===== config.mk =====
export PLATFORM = sky130hd
export DESIGN_NAME = postfix_regex_to_enfa
export DESIGN_NICKNAME = d
export VERILOG_FILES = /design/src/rtl/prx2nfa_pkg.sv /design/src/rtl/prx2nfa_stack.sv /design/src/rtl/prx2nfa_outbuf.sv /design/src/rtl/prx2nfa_engine.sv /design/src/rtl/postfix_regex_to_enfa.sv
export VERILOG_INCLUDE_DIRS = /design/src /design/src/rtl
export SDC_FILE = /design/constraint.sdc
export NUM_CORES = 2
export LEC_CHECK = 0
export CAP_MARGIN = 5
export CORE_ASPECT_RATIO = 0.6
export CORE_MARGIN = 4
export CORE_UTILIZATION = 60
export DETAILED_ROUTE_END_ITERATION = 16
export DONT_BUFFER_PORTS = 1
export PLACE_DENSITY = 0.76
export SYNTH_ARGS = -nofsm -noshare
export SYNTH_HDL_FRONTEND = slang
export SYNTH_SLANG_ARGS = --single-unit

===== constraint.sdc =====
create_clock -name clk_i -period 5.8 [get_ports clk_i]
set_clock_uncertainty 0.1 [all_clocks]
set_input_delay 0.29 -clock clk_i [delete_from_list [all_inputs] [get_ports clk_i]]
set_output_delay 0.29 -clock clk_i [all_outputs]
set_load 0.01 [all_outputs]

===== src/rtl/postfix_regex_to_enfa_defines.svh =====
// Assertion macros for the regex-to-automaton RTL.
`ifndef POSTFIX_REGEX_TO_ENFA_DEFINES_SVH
`define POSTFIX_REGEX_TO_ENFA_DEFINES_SVH

// Consequent must hold in the same cycle as the antecedent.
`define PRX_ASSERT_SAME(name, ante, cons, msg) \
  name: assert property (@(posedge clk_i) disable iff (!rst_ni) (ante) |-> (cons)) \
    else $error(msg);

// Consequent must hold in the cycle after the antecedent.
`define PRX_ASSERT_NEXT(name, ante, cons, msg) \
  name: assert property (@(posedge clk_i) disable iff (!rst_ni) (ante) |=> (cons)) \
    else $error(msg);

`endif


===== src/rtl/prx2nfa_pkg.sv =====
// Shared types, constants and the operator decoder for the regex-to-automaton block.
package prx2nfa_pkg;

  // Default sizing
  localparam int STACK_DEPTH_DEF = 128;
  localparam int NODE_LIMIT_DEF  = 1024;

  // Fixed field widths
  localparam int CHAR_W      = 8;
  localparam int OUT_NODE_W  = 10;
  localparam int OUT_TOTAL_W = 11;
  localparam int TDATA_W     = 64;
  localparam int FIELDS_W    = 2 * OUT_NODE_W + CHAR_W + 2 + 2 * OUT_NODE_W + OUT_TOTAL_W;
  localparam int PAD_W       = TDATA_W - FIELDS_W;

  // Operator characters
  localparam logic [CHAR_W-1:0] CH_CAT  = 8'h2E;
  localparam logic [CHAR_W-1:0] CH_ALT  = 8'h7C;
  localparam logic [CHAR_W-1:0] CH_STAR = 8'h2A;

  typedef enum logic [1:0] {
    OP_LIT,
    OP_CAT,
    OP_ALT,
    OP_STAR
  } op_e;

  typedef enum logic {
    ST_IDLE,
    ST_EMIT
  } eng_state_e;

  typedef enum logic {
    KIND_TRANS   = 1'b0,
    KIND_SUMMARY = 1'b1
  } kind_e;

  // One result record
  typedef struct packed {
    logic                   item_kind;
    logic [OUT_NODE_W-1:0]  src_state;
    logic [OUT_NODE_W-1:0]  dst_state;
    logic [CHAR_W-1:0]      label_char;
    logic                   is_epsilon;
    logic                   valid_expr;
    logic [OUT_NODE_W-1:0]  start_node;
    logic [OUT_NODE_W-1:0]  final_node;
    logic [OUT_TOTAL_W-1:0] node_total;
    logic                   last_of_run;
  } rec_t;

  // Character class
  function automatic op_e decode_op(input logic [CHAR_W-1:0] c);
    op_e op;
    case (c)
      CH_CAT:  op = OP_CAT;
      CH_ALT:  op = OP_ALT;
      CH_STAR: op = OP_STAR;
      default: op = OP_LIT;
    endcase
    return op;
  endfunction

endpackage


===== src/rtl/prx2nfa_stack.sv =====
// Fragment stack memory: one write port, one read port, registered read data.
module prx2nfa_stack
  import prx2nfa_pkg::*;
#(
  parameter int STACK_DEPTH = STACK_DEPTH_DEF,
  parameter int NODE_LIMIT  = NODE_LIMIT_DEF,
  localparam int ADDR_W = $clog2(STACK_DEPTH),
  localparam int NODE_W = $clog2(NODE_LIMIT)
) (
  input  logic                  clk_i,
  input  logic                  wr_en_i,
  input  logic [ADDR_W-1:0]     wr_addr_i,
  input  logic [2*NODE_W-1:0]   wr_data_i,
  input  logic                  rd_en_i,
  input  logic [ADDR_W-1:0]     rd_addr_i,
  output logic [2*NODE_W-1:0]   rd_data_o
);

  logic [2*NODE_W-1:0] mem_q [STACK_DEPTH];
  logic [2*NODE_W-1:0] rd_data_q;

  // Write port
  always_ff @(posedge clk_i) begin
    if (wr_en_i) begin
      mem_q[wr_addr_i] <= wr_data_i;
    end
  end

  // Read port, registered read data
  always_ff @(posedge clk_i) begin
    if (rd_en_i) begin
      rd_data_q <= mem_q[rd_addr_i];
    end
  end

  assign rd_data_o = rd_data_q;

endmodule


===== src/rtl/prx2nfa_outbuf.sv =====
// Two-entry result queue between the construction engine and the output stream.
module prx2nfa_outbuf
  import prx2nfa_pkg::*;
(
  input  logic clk_i,
  input  logic rst_ni,
  input  rec_t rec_i,
  input  logic rec_valid_i,
  output logic rec_ready_o,
  output rec_t rec_o,
  output logic rec_valid_o,
  input  logic rec_ready_i
);

  rec_t       ent_q [2];
  logic       wptr_q, wptr_d;
  logic       rptr_q, rptr_d;
  logic [1:0] cnt_q, cnt_d;
  logic       push, pop;

  assign rec_ready_o = (cnt_q != 2'd2);
  assign rec_valid_o = (cnt_q != 2'd0);
  assign rec_o       = ent_q[rptr_q];

  assign push = rec_valid_i && rec_ready_o;
  assign pop  = rec_valid_o && rec_ready_i;

  // Pointer and fill bookkeeping
  always_comb begin
    wptr_d = wptr_q ^ push;
    rptr_d = rptr_q ^ pop;
    cnt_d  = cnt_q;
    if (push && !pop) begin
      cnt_d = cnt_q + 2'd1;
    end else if (pop && !push) begin
      cnt_d = cnt_q - 2'd1;
    end
  end

  always_ff @(posedge clk_i or negedge rst_ni) begin
    if (!rst_ni) begin
      wptr_q <= 1'b0;
      rptr_q <= 1'b0;
      cnt_q  <= 2'd0;
    end else begin
      wptr_q <= wptr_d;
      rptr_q <= rptr_d;
      cnt_q  <= cnt_d;
    end
  end

  // Entry storage
  always_ff @(posedge clk_i) begin
    if (push) begin
      ent_q[wptr_q] <= rec_i;
    end
  end

endmodule


===== src/rtl/prx2nfa_engine.sv =====
// Thompson construction engine: top two fragments in flops, the rest in the stack memory.
module prx2nfa_engine
  import prx2nfa_pkg::*;
#(
  parameter int STACK_DEPTH = STACK_DEPTH_DEF,
  parameter int NODE_LIMIT  = NODE_LIMIT_DEF,
  localparam int ADDR_W = $clog2(STACK_DEPTH),
  localparam int LVL_W  = $clog2(STACK_DEPTH + 1),
  localparam int NODE_W = $clog2(NODE_LIMIT),
  localparam int CNT_W  = $clog2(NODE_LIMIT + 1)
) (
  input  logic                clk_i,
  input  logic                rst_ni,
  // pending character
  input  logic                in_valid_i,
  input  logic [CHAR_W-1:0]   in_char_i,
  input  logic                in_end_i,
  output logic                take_o,
  // result records
  output rec_t                rec_o,
  output logic                rec_valid_o,
  input  logic                rec_ready_i,
  // stack memory
  output logic                mem_wr_en_o,
  output logic [ADDR_W-1:0]   mem_wr_addr_o,
  output logic [2*NODE_W-1:0] mem_wr_data_o,
  output logic                mem_rd_en_o,
  output logic [ADDR_W-1:0]   mem_rd_addr_o,
  input  logic [2*NODE_W-1:0] mem_rd_data_i
);

  `include "postfix_regex_to_enfa_defines.svh"

  // Control state
  eng_state_e       state_q, state_d;
  logic [2:0]       idx_q, idx_d;
  logic [LVL_W-1:0] level_q, level_d;
  logic [CNT_W-1:0] next_q, next_d;
  logic             err_q, err_d;
  logic             refill_q, refill_d;

  // Top-of-stack fragments
  logic [NODE_W-1:0] t0_st_q, t0_en_q, t1_st_q, t1_en_q;
  logic [NODE_W-1:0] t0_st_d, t0_en_d, t1_st_d, t1_en_d;

  // Per-character operands, loaded at start
  op_e                    op_q;
  logic [CHAR_W-1:0]      char_q;
  logic [NODE_W-1:0]      s_q, e_q, a_st_q, a_en_q, b_st_q, b_en_q;
  logic [2:0]             nrec_q;
  logic                   end_q;
  logic                   sum_valid_q;
  logic [OUT_NODE_W-1:0]  sum_st_q, sum_fi_q;
  logic [OUT_TOTAL_W-1:0] sum_tot_q;

  // Start-cycle decode
  op_e               op;
  logic              start, room, ok, do_op;
  logic [NODE_W-1:0] s_node, e_node;
  logic [LVL_W-1:0]  lvl_m2, lvl_m3, level_n;
  logic [CNT_W-1:0]  next_n;
  logic              err_n, sum_valid_n;
  logic [2:0]        nrec_n, tot_n;

  // Emit-side selection
  logic [2:0]        tot_q;
  logic              is_sum, is_last;
  logic [NODE_W-1:0] src, dst;

  assign op     = decode_op(in_char_i);
  assign start  = (state_q == ST_IDLE) && in_valid_i;
  assign take_o = start;
  assign room   = ({1'b0, next_q} + (CNT_W + 1)'(2)) <= (CNT_W + 1)'(NODE_LIMIT);
  assign s_node = next_q[NODE_W-1:0];
  assign e_node = s_node + NODE_W'(1);
  assign lvl_m2 = level_q - LVL_W'(2);
  assign lvl_m3 = level_q - LVL_W'(3);

  // Operand check per operator
  always_comb begin
    case (op)
      OP_CAT:  ok = (level_q >= LVL_W'(2));
      OP_ALT:  ok = (level_q >= LVL_W'(2)) && room;
      OP_STAR: ok = (level_q >= LVL_W'(1)) && room;
      OP_LIT:  ok = (level_q < LVL_W'(STACK_DEPTH)) && room;
      default: ok = 1'b0;
    endcase
  end

  assign do_op = start && !err_q && ok;

  // Stack update for the character being started
  always_comb begin
    level_n       = level_q;
    next_n        = next_q;
    err_n         = err_q;
    t0_st_d       = t0_st_q;
    t0_en_d       = t0_en_q;
    t1_st_d       = t1_st_q;
    t1_en_d       = t1_en_q;
    refill_d      = 1'b0;
    nrec_n        = 3'd0;
    mem_wr_en_o   = 1'b0;
    mem_wr_addr_o = lvl_m2[ADDR_W-1:0];
    mem_wr_data_o = {t1_st_q, t1_en_q};
    mem_rd_en_o   = 1'b0;
    mem_rd_addr_o = lvl_m3[ADDR_W-1:0];

    // fragment under the top returns from memory after a pop
    if (refill_q) begin
      t1_st_d = mem_rd_data_i[2*NODE_W-1:NODE_W];
      t1_en_d = mem_rd_data_i[NODE_W-1:0];
    end

    if (start && !err_q && !ok) begin
      err_n = 1'b1;
    end

    if (do_op) begin
      case (op)
        OP_LIT: begin
          nrec_n      = 3'd1;
          mem_wr_en_o = (level_q >= LVL_W'(2));
          t1_st_d     = t0_st_q;
          t1_en_d     = t0_en_q;
          t0_st_d     = s_node;
          t0_en_d     = e_node;
          level_n     = level_q + LVL_W'(1);
          next_n      = next_q + CNT_W'(2);
        end
        OP_CAT: begin
          nrec_n      = 3'd1;
          t0_st_d     = t1_st_q;
          level_n     = level_q - LVL_W'(1);
          mem_rd_en_o = (level_q >= LVL_W'(3));
          refill_d    = mem_rd_en_o;
        end
        OP_ALT: begin
          nrec_n      = 3'd4;
          t0_st_d     = s_node;
          t0_en_d     = e_node;
          level_n     = level_q - LVL_W'(1);
          next_n      = next_q + CNT_W'(2);
          mem_rd_en_o = (level_q >= LVL_W'(3));
          refill_d    = mem_rd_en_o;
        end
        OP_STAR: begin
          nrec_n  = 3'd4;
          t0_st_d = s_node;
          t0_en_d = e_node;
          next_n  = next_q + CNT_W'(2);
        end
        default: begin
          nrec_n = 3'd0;
        end
      endcase
    end

    sum_valid_n = !err_n && (level_n == LVL_W'(1));
    tot_n       = nrec_n + {2'b00, in_end_i};

    // end of expression clears level, node count and error for the next one
    level_d = level_n;
    next_d  = next_n;
    err_d   = err_n;
    if (start && in_end_i) begin
      level_d = '0;
      next_d  = '0;
      err_d   = 1'b0;
    end
  end

  // Sequencer
  assign tot_q   = nrec_q + {2'b00, end_q};
  assign is_sum  = (idx_q == nrec_q);
  assign is_last = (idx_q == tot_q - 3'd1);

  always_comb begin
    state_d = state_q;
    idx_d   = idx_q;
    case (state_q)
      ST_IDLE: begin
        if (start && (tot_n != 3'd0)) begin
          state_d = ST_EMIT;
          idx_d   = 3'd0;
        end
      end
      ST_EMIT: begin
        if (rec_ready_i) begin
          if (is_last) begin
            state_d = ST_IDLE;
          end else begin
            idx_d = idx_q + 3'd1;
          end
        end
      end
      default: begin
        state_d = ST_IDLE;
      end
    endcase
  end

  // Transition endpoints by operator and record number
  always_comb begin
    src = s_q;
    dst = e_q;
    case (op_q)
      OP_LIT: begin
        src = s_q;
        dst = e_q;
      end
      OP_CAT: begin
        src = a_en_q;
        dst = b_st_q;
      end
      OP_ALT: begin
        case (idx_q[1:0])
          2'd0:    begin src = s_q;    dst = a_st_q; end
          2'd1:    begin src = s_q;    dst = b_st_q; end
          2'd2:    begin src = a_en_q; dst = e_q;    end
          default: begin src = b_en_q; dst = e_q;    end
        endcase
      end
      OP_STAR: begin
        case (idx_q[1:0])
          2'd0:    begin src = s_q;    dst = a_st_q; end
          2'd1:    begin src = s_q;    dst = e_q;    end
          2'd2:    begin src = a_en_q; dst = a_st_q; end
          default: begin src = a_en_q; dst = e_q;    end
        endcase
      end
      default: begin
        src = s_q;
        dst = e_q;
      end
    endcase
  end

  // Record assembly
  always_comb begin
    rec_o             = '0;
    rec_o.last_of_run = is_last;
    if (is_sum) begin
      rec_o.item_kind  = KIND_SUMMARY;
      rec_o.valid_expr = sum_valid_q;
      rec_o.start_node = sum_st_q;
      rec_o.final_node = sum_fi_q;
      rec_o.node_total = sum_tot_q;
    end else begin
      rec_o.item_kind  = KIND_TRANS;
      rec_o.src_state  = OUT_NODE_W'(src);
      rec_o.dst_state  = OUT_NODE_W'(dst);
      rec_o.is_epsilon = (op_q != OP_LIT);
      rec_o.label_char = (op_q == OP_LIT) ? char_q : '0;
    end
  end

  assign rec_valid_o = (state_q == ST_EMIT);

  // Control registers
  always_ff @(posedge clk_i or negedge rst_ni) begin
    if (!rst_ni) begin
      state_q  <= ST_IDLE;
      idx_q    <= 3'd0;
      level_q  <= '0;
      next_q   <= '0;
      err_q    <= 1'b0;
      refill_q <= 1'b0;
    end else begin
      state_q  <= state_d;
      idx_q    <= idx_d;
      level_q  <= level_d;
      next_q   <= next_d;
      err_q    <= err_d;
      refill_q <= refill_d;
    end
  end

  // Fragment and operand registers
  always_ff @(posedge clk_i) begin
    t0_st_q <= t0_st_d;
    t0_en_q <= t0_en_d;
    t1_st_q <= t1_st_d;
    t1_en_q <= t1_en_d;
    if (start) begin
      op_q        <= op;
      char_q      <= in_char_i;
      s_q         <= s_node;
      e_q         <= e_node;
      a_st_q      <= (op == OP_STAR) ? t0_st_q : t1_st_q;
      a_en_q      <= (op == OP_STAR) ? t0_en_q : t1_en_q;
      b_st_q      <= t0_st_q;
      b_en_q      <= t0_en_q;
      nrec_q      <= nrec_n;
      end_q       <= in_end_i;
      sum_valid_q <= sum_valid_n;
      sum_st_q    <= sum_valid_n ? OUT_NODE_W'(t0_st_d) : '0;
      sum_fi_q    <= sum_valid_n ? OUT_NODE_W'(t0_en_d) : '0;
      sum_tot_q   <= OUT_TOTAL_W'(next_n);
    end
  end

  // Checks
  `PRX_ASSERT_SAME(a_refill_before_start, start, !refill_q, "pop refill still pending at start")
  `PRX_ASSERT_SAME(a_level_bound, 1'b1, level_q <= LVL_W'(STACK_DEPTH), "stack level past depth")
  `PRX_ASSERT_SAME(a_node_count, 1'b1, !next_q[0] && (next_q <= CNT_W'(NODE_LIMIT)), "bad node count")
  `PRX_ASSERT_NEXT(a_end_clears, start && in_end_i, (level_q == '0) && (next_q == '0) && !err_q, "no clear")

endmodule


===== src/rtl/postfix_regex_to_enfa.sv =====
// A character's first record reaches the master side through the input holding register, the
// engine's operand registers and the result queue.
// The engine takes a new character only once it has emitted every record of the previous one
// (one for a literal or concat, four for union or star, plus the summary on the last character);
// its emit sequencer gives one record per cycle while the result queue has room.
// Reset: asynchronous, clears level, node counter, error and handshake state; the fragment
// stack memory is not cleared, entries are written before they are read.
module postfix_regex_to_enfa
  import prx2nfa_pkg::*;
#(
  parameter int STACK_DEPTH = STACK_DEPTH_DEF,
  parameter int NODE_LIMIT  = NODE_LIMIT_DEF,
  localparam int ADDR_W = $clog2(STACK_DEPTH),
  localparam int NODE_W = $clog2(NODE_LIMIT)
) (
  input  logic               clk_i,
  input  logic               rst_ni,
  // input characters
  input  logic               s_axis_tvalid,
  output logic               s_axis_tready,
  input  logic [7:0]         s_axis_tdata,   // [7:0] char_code
  input  logic               s_axis_tlast,   // end_of_expr
  // result records
  output logic               m_axis_tvalid,
  input  logic               m_axis_tready,
  output logic [TDATA_W-1:0] m_axis_tdata,   // src_state, dst_state, label_char, is_epsilon,
                                             // valid_expr, start_node, final_node, node_total
  output logic               m_axis_tuser,   // item_kind
  output logic               m_axis_tlast    // last_of_run
);

  // Input holding register
  logic              in_full_q, in_full_d;
  logic [CHAR_W-1:0] in_char_q;
  logic              in_end_q;
  logic              in_take, in_acc;

  // Engine and memory nets
  rec_t                eng_rec, out_rec;
  logic                eng_rec_valid, eng_rec_ready;
  logic                mem_wr_en, mem_rd_en;
  logic [ADDR_W-1:0]   mem_wr_addr, mem_rd_addr;
  logic [2*NODE_W-1:0] mem_wr_data, mem_rd_data;

  assign s_axis_tready = !in_full_q || in_take;
  assign in_acc        = s_axis_tvalid && s_axis_tready;

  always_comb begin
    in_full_d = in_full_q;
    if (in_acc) begin
      in_full_d = 1'b1;
    end else if (in_take) begin
      in_full_d = 1'b0;
    end
  end

  always_ff @(posedge clk_i or negedge rst_ni) begin
    if (!rst_ni) begin
      in_full_q <= 1'b0;
    end else begin
      in_full_q <= in_full_d;
    end
  end

  always_ff @(posedge clk_i) begin
    if (in_acc) begin
      in_char_q <= s_axis_tdata;
      in_end_q  <= s_axis_tlast;
    end
  end

  // Construction engine
  prx2nfa_engine #(
    .STACK_DEPTH (STACK_DEPTH),
    .NODE_LIMIT  (NODE_LIMIT)
  ) u_engine (
    .clk_i         (clk_i),
    .rst_ni        (rst_ni),
    .in_valid_i    (in_full_q),
    .in_char_i     (in_char_q),
    .in_end_i      (in_end_q),
    .take_o        (in_take),
    .rec_o         (eng_rec),
    .rec_valid_o   (eng_rec_valid),
    .rec_ready_i   (eng_rec_ready),
    .mem_wr_en_o   (mem_wr_en),
    .mem_wr_addr_o (mem_wr_addr),
    .mem_wr_data_o (mem_wr_data),
    .mem_rd_en_o   (mem_rd_en),
    .mem_rd_addr_o (mem_rd_addr),
    .mem_rd_data_i (mem_rd_data)
  );

  // Fragment stack below the top two entries
  prx2nfa_stack #(
    .STACK_DEPTH (STACK_DEPTH),
    .NODE_LIMIT  (NODE_LIMIT)
  ) u_stack (
    .clk_i     (clk_i),
    .wr_en_i   (mem_wr_en),
    .wr_addr_i (mem_wr_addr),
    .wr_data_i (mem_wr_data),
    .rd_en_i   (mem_rd_en),
    .rd_addr_i (mem_rd_addr),
    .rd_data_o (mem_rd_data)
  );

  // Result queue
  prx2nfa_outbuf u_outbuf (
    .clk_i       (clk_i),
    .rst_ni      (rst_ni),
    .rec_i       (eng_rec),
    .rec_valid_i (eng_rec_valid),
    .rec_ready_o (eng_rec_ready),
    .rec_o       (out_rec),
    .rec_valid_o (m_axis_tvalid),
    .rec_ready_i (m_axis_tready)
  );

  // Stream packing
  assign m_axis_tdata = {{PAD_W{1'b0}}, out_rec.node_total, out_rec.final_node,
                         out_rec.start_node, out_rec.valid_expr, out_rec.is_epsilon,
                         out_rec.label_char, out_rec.dst_state, out_rec.src_state};
  assign m_axis_tuser = out_rec.item_kind;
  assign m_axis_tlast = out_rec.last_of_run;

endmodule


==> flow_summary.yaml <==
synth:
  avgSynthCellArea_um2: 22.9
  yosysTopAreaCell: "edfxtp_1"
  synth_area_um2: 112000
  ys.flop_type: "edfxtp_1"
  synth_top_area_frac: 0.757
  ys_types: 74
  yosysSeqAreaShare: 0.771
  synth_edf_count: 2815
  async_reset_ff_frac: 0.0101
  ys_ff_latch: 2884
  synthCells: 4864
  synth_warnings: 0
  synthTopCellsByArea: "edfxtp_1, mux4_2, mux2_2"
power:
  irDropWorstVdd_mv: 0.526
  internal_power_mw: 43.8
  power.net_switching_mw: 25.0
  power_mw: 68.8
  pwr-share-comb: 0.388
  power.leakage_nw: 37.9
  power_frac_seq: 0.379
  powerDensity_nw_per_um2: 557
  clockPowerShare: 0.233
  switching_share: 0.363
worst_setup_path:
  path_delay_family: "simple AND/OR/NAND/NOR gates"
  critPathSlowestCell: "nor2_2"
  cp_data_required_time_ns: 6.17
  rr_endpoint: "u_stack.mem_q[86][9]"
  max_stage_delay_ns: 0.96
  worstPathCellList: "nor4bb_1 -> nand3_1 -> ha_1 -> o31a_1 -> o211ai_1 -> o21ai_1 -> and4_2 -> nand3_2 -> buf_4 -> nor2_2"
  crit_buf_inv: 1
  critPathArrivalTime_ns: 5.89
  critPathMaxFanout: 20
  r2r-start: "in_char_q[0]"
  startpoint_type: "flop"
  end_kind: "flop"
  r2r_cells: 10
  ff2ff_setup_slack_ns: 0.28
  worstSetupPathType: "reg -> reg"
drt:
  ant_nets: 0
  drc: 0
  first_iter_violations: 10067
  wl_per_cell_um: 38.2
  drtPass1Iterations: 8
  vias_per_cell: 7.14
  totalWireLength_mm: 295
  vias: 55110
timing:
  period_minus_slack_ns: 5.52
  slew_viol_final: 0
  hold_violations: 0
  rsz0062_at_grt: "no"
  worst_slew_pin_slew_ns: 1.37
  fin_crit_sh: 0.952
  slew_headroom: 0.0874
  fmax_mhz: 181
  tns_ns: 0
  fin_ws_ns: 0.281
  finalSetupViolCount: 0
run:
  max_cap_violations: 0
floorplan:
  start_util: 0.604
  die_w_um: 565
  rows: 122
  core-area_um2: 185000
  io_pins: 81
  die_h_um: 342
  design.die.area_um2: 193000
placement:
  portBuffers: 0
  placed_cell_area_um2: 116000
  place_ws_ns: 0.530
  place_congestion: 0.919
  hpwl_mm: 171
clock_network:
  clk_path_buf_depth: 4
  cts_buffers: 236
  clk-insertion-delay-late_ns: 0.88
  cts_tree: "yes"
  cts_root_buffer: "clkbuf_16"
  clkTransAtPathRegs_ns: 0.07
  h-tree-depth: 4
  cts_sinks: 2884
finish:
  drive_gt1_frac: 0.316
  design_area_um2: 124000
  syn_to_final_growth_pct: 10.7
  nNetsFinal: 5060
global_routing:
  groute.usage.overall: 0.308
  grt_overflow: 0
  grt_pass1_vias: 53122
  grt_pass1_wl_mm: 416
  antenna_found_initial: 31
  grt_max_degree: 121
hold_path:
  hold_class: "in -> reg"
  min_from: "m_axis_tready"
  min_to: "u_outbuf.rptr_q"
  holdPathStages: 3
outcome:
  status: "complete, no violations"
==> cells in the final DEF (no fill, tap or decap), types with 27 or more instances in the layout <==
cell type     n
clkinv_1     53
buf_12       31
clkbuf_16   240
edfxtp_1   2815
o21ai_0      65
and2_1       46
mux2i_1      51
clkinv_2     51
mux4_2      819
dfrtp_1      27
a21oi_1      42
mux2_2      135
nor2_2      126
buf_4       138
clkbuf_1     37
nor2_1       60
nand2_1      91
==> stage by stage <==
stage | utilization | cells | hold slack [ns]
after floorplan | - | 4868 | -0.106
after global placement | 0.626 | 7243 | -0.104
after detailed placement | 0.626 | 7245 | -0.104
after CTS | 0.669 | 7696 | 0.0925
after global routing | 0.669 | 7702 | 0.120
final | 0.669 | 7715 | 0.140
==> how the worst max path moves through the flow <==
| stage | startpoint | to | cells past startpoint |
|---|---|---|---|
| 6_report | in_char_q[0] | u_stack.mem_q[86][9] | 10 |
| 5_1_grt | in_char_q[0] | u_stack.mem_q[86][6] | 10 |
| 4_1_cts | in_char_q[0] | u_stack.mem_q[86][6] | 10 |
| 3_5_place_dp | in_char_q[0] | u_stack.mem_q[86][4] | 10 |
| 3_3_place_gp | in_char_q[0] | u_stack.mem_q[122][6] | 10 |
| 2_1_floorplan | u_engine.level_q[0] | u_stack.mem_q[104][0] | 13 |
==> worst register-to-register path, stage by stage, from the launching register on <==
cell and delay (ns):
edfxtp_1 0.42, nor4bb_1 0.62, nand3_1 0.40, ha_1 0.55
o31a_1 0.18, o211ai_1 0.15, o21ai_1 0.45, and4_2 0.55
nand3_2 0.39, buf_4 0.36, nor2_2 0.97
==> synth_stat cells (all sizes together) (5+ instances only) <==
cell type  count
mux2         135
mux2i         51
inv           20
a31oi          9
ha            15
xnor2         12
nor2         186
o21ai         70
nor4           6
a221oi         5
nand3         16
a211oi         6
and2          47
dfxtp         40
edfxtp      2815
and3          16
dfrtp         29
nand2b         9
buf          107
or4            5
nand2         91
nor3b         20
or2            5
clkbuf       165
a22oi         15
nor2b          8
mux4         819
xor2           9
nand4          9
a21oi         42
nor3          18
or3            9
==> registers in the layout, indices dropped and copies added (netlist names), 3 cells and up <==
name	count
u_engine.t1_en_q	10
u_engine.b_st_q	10
in_char_q	8
u_stack.rd_data_o	20
u_engine.t1_st_q	10
u_engine.sum_tot_q	10
u_engine.b_en_q	10
u_engine.sum_fi_q	10
u_outbuf.ent_q	126
u_engine.char_q	8
u_engine.t0_en_q	10
u_engine.idx_q	3
u_engine.t0_st_q	10
u_engine.level_q	8
u_stack.mem_q	2560
u_engine.a_st_q	10
u_engine.e_q	9
u_engine.s_q	7
u_engine.a_en_q	10
u_engine.next_q	10
u_engine.sum_st_q	10
==> cell type report <==
class,count,area [µm²]
diodes,15,37.5
clock buffers,277,6140
clock inverters,149,1370
fillers,11045,61100
inverters,21,81.3
multi-input cells,1691,24700
flip-flops and latches,2884,86100
well taps,2480,3100
repair buffers,198,1980
==> power by group through the flow <==
stage | registers (mW) | clock network (mW) | logic, mW
after CTS | 26.1 | 16.1 | 25.9
after detailed placement | 26.5 | 0 | 25.6
after global routing | 26.2 | 17.1 | 27.4
after floorplan | 26.3 | 0 | 14.9
final | 26.1 | 16.0 | 26.7
after global placement | 26.4 | 0 | 25.3
==> per-layer routing <==
layer / routed length [µm] / global-route usage / share of wire
met5: 241 / 0 / 0.00082
met4: 6620 / 0.0596 / 0.022
met3: 50700 / 0.135 / 0.17
met2: 127000 / 0.421 / 0.43
met1: 110000 / 0.471 / 0.37
==> cells by family (layout without fill, tap and decap cells) <==
group	Yosys count	count (layout)	synth area share
compound gates	191	191	0.0108
xor+xnor	21	21	0.00165
fa+ha+maj	15	15	0.00168
buf+inv	293	645	0.0110
flops	2884	2884	0.771
mux	1005	1005	0.183
other cells	1	20	0.0000336
simple gates	454	454	0.0203
==> what timing repair did <==
action | 4_1_cts | 5_1_grt
setup buffers | 0 | 0
hold buffers | 25 | 0
gates resized for setup | 0 | 0
endpoints found under the hold margin | 51 | 0
No activity file was read; power rests on OpenSTA's default activity.
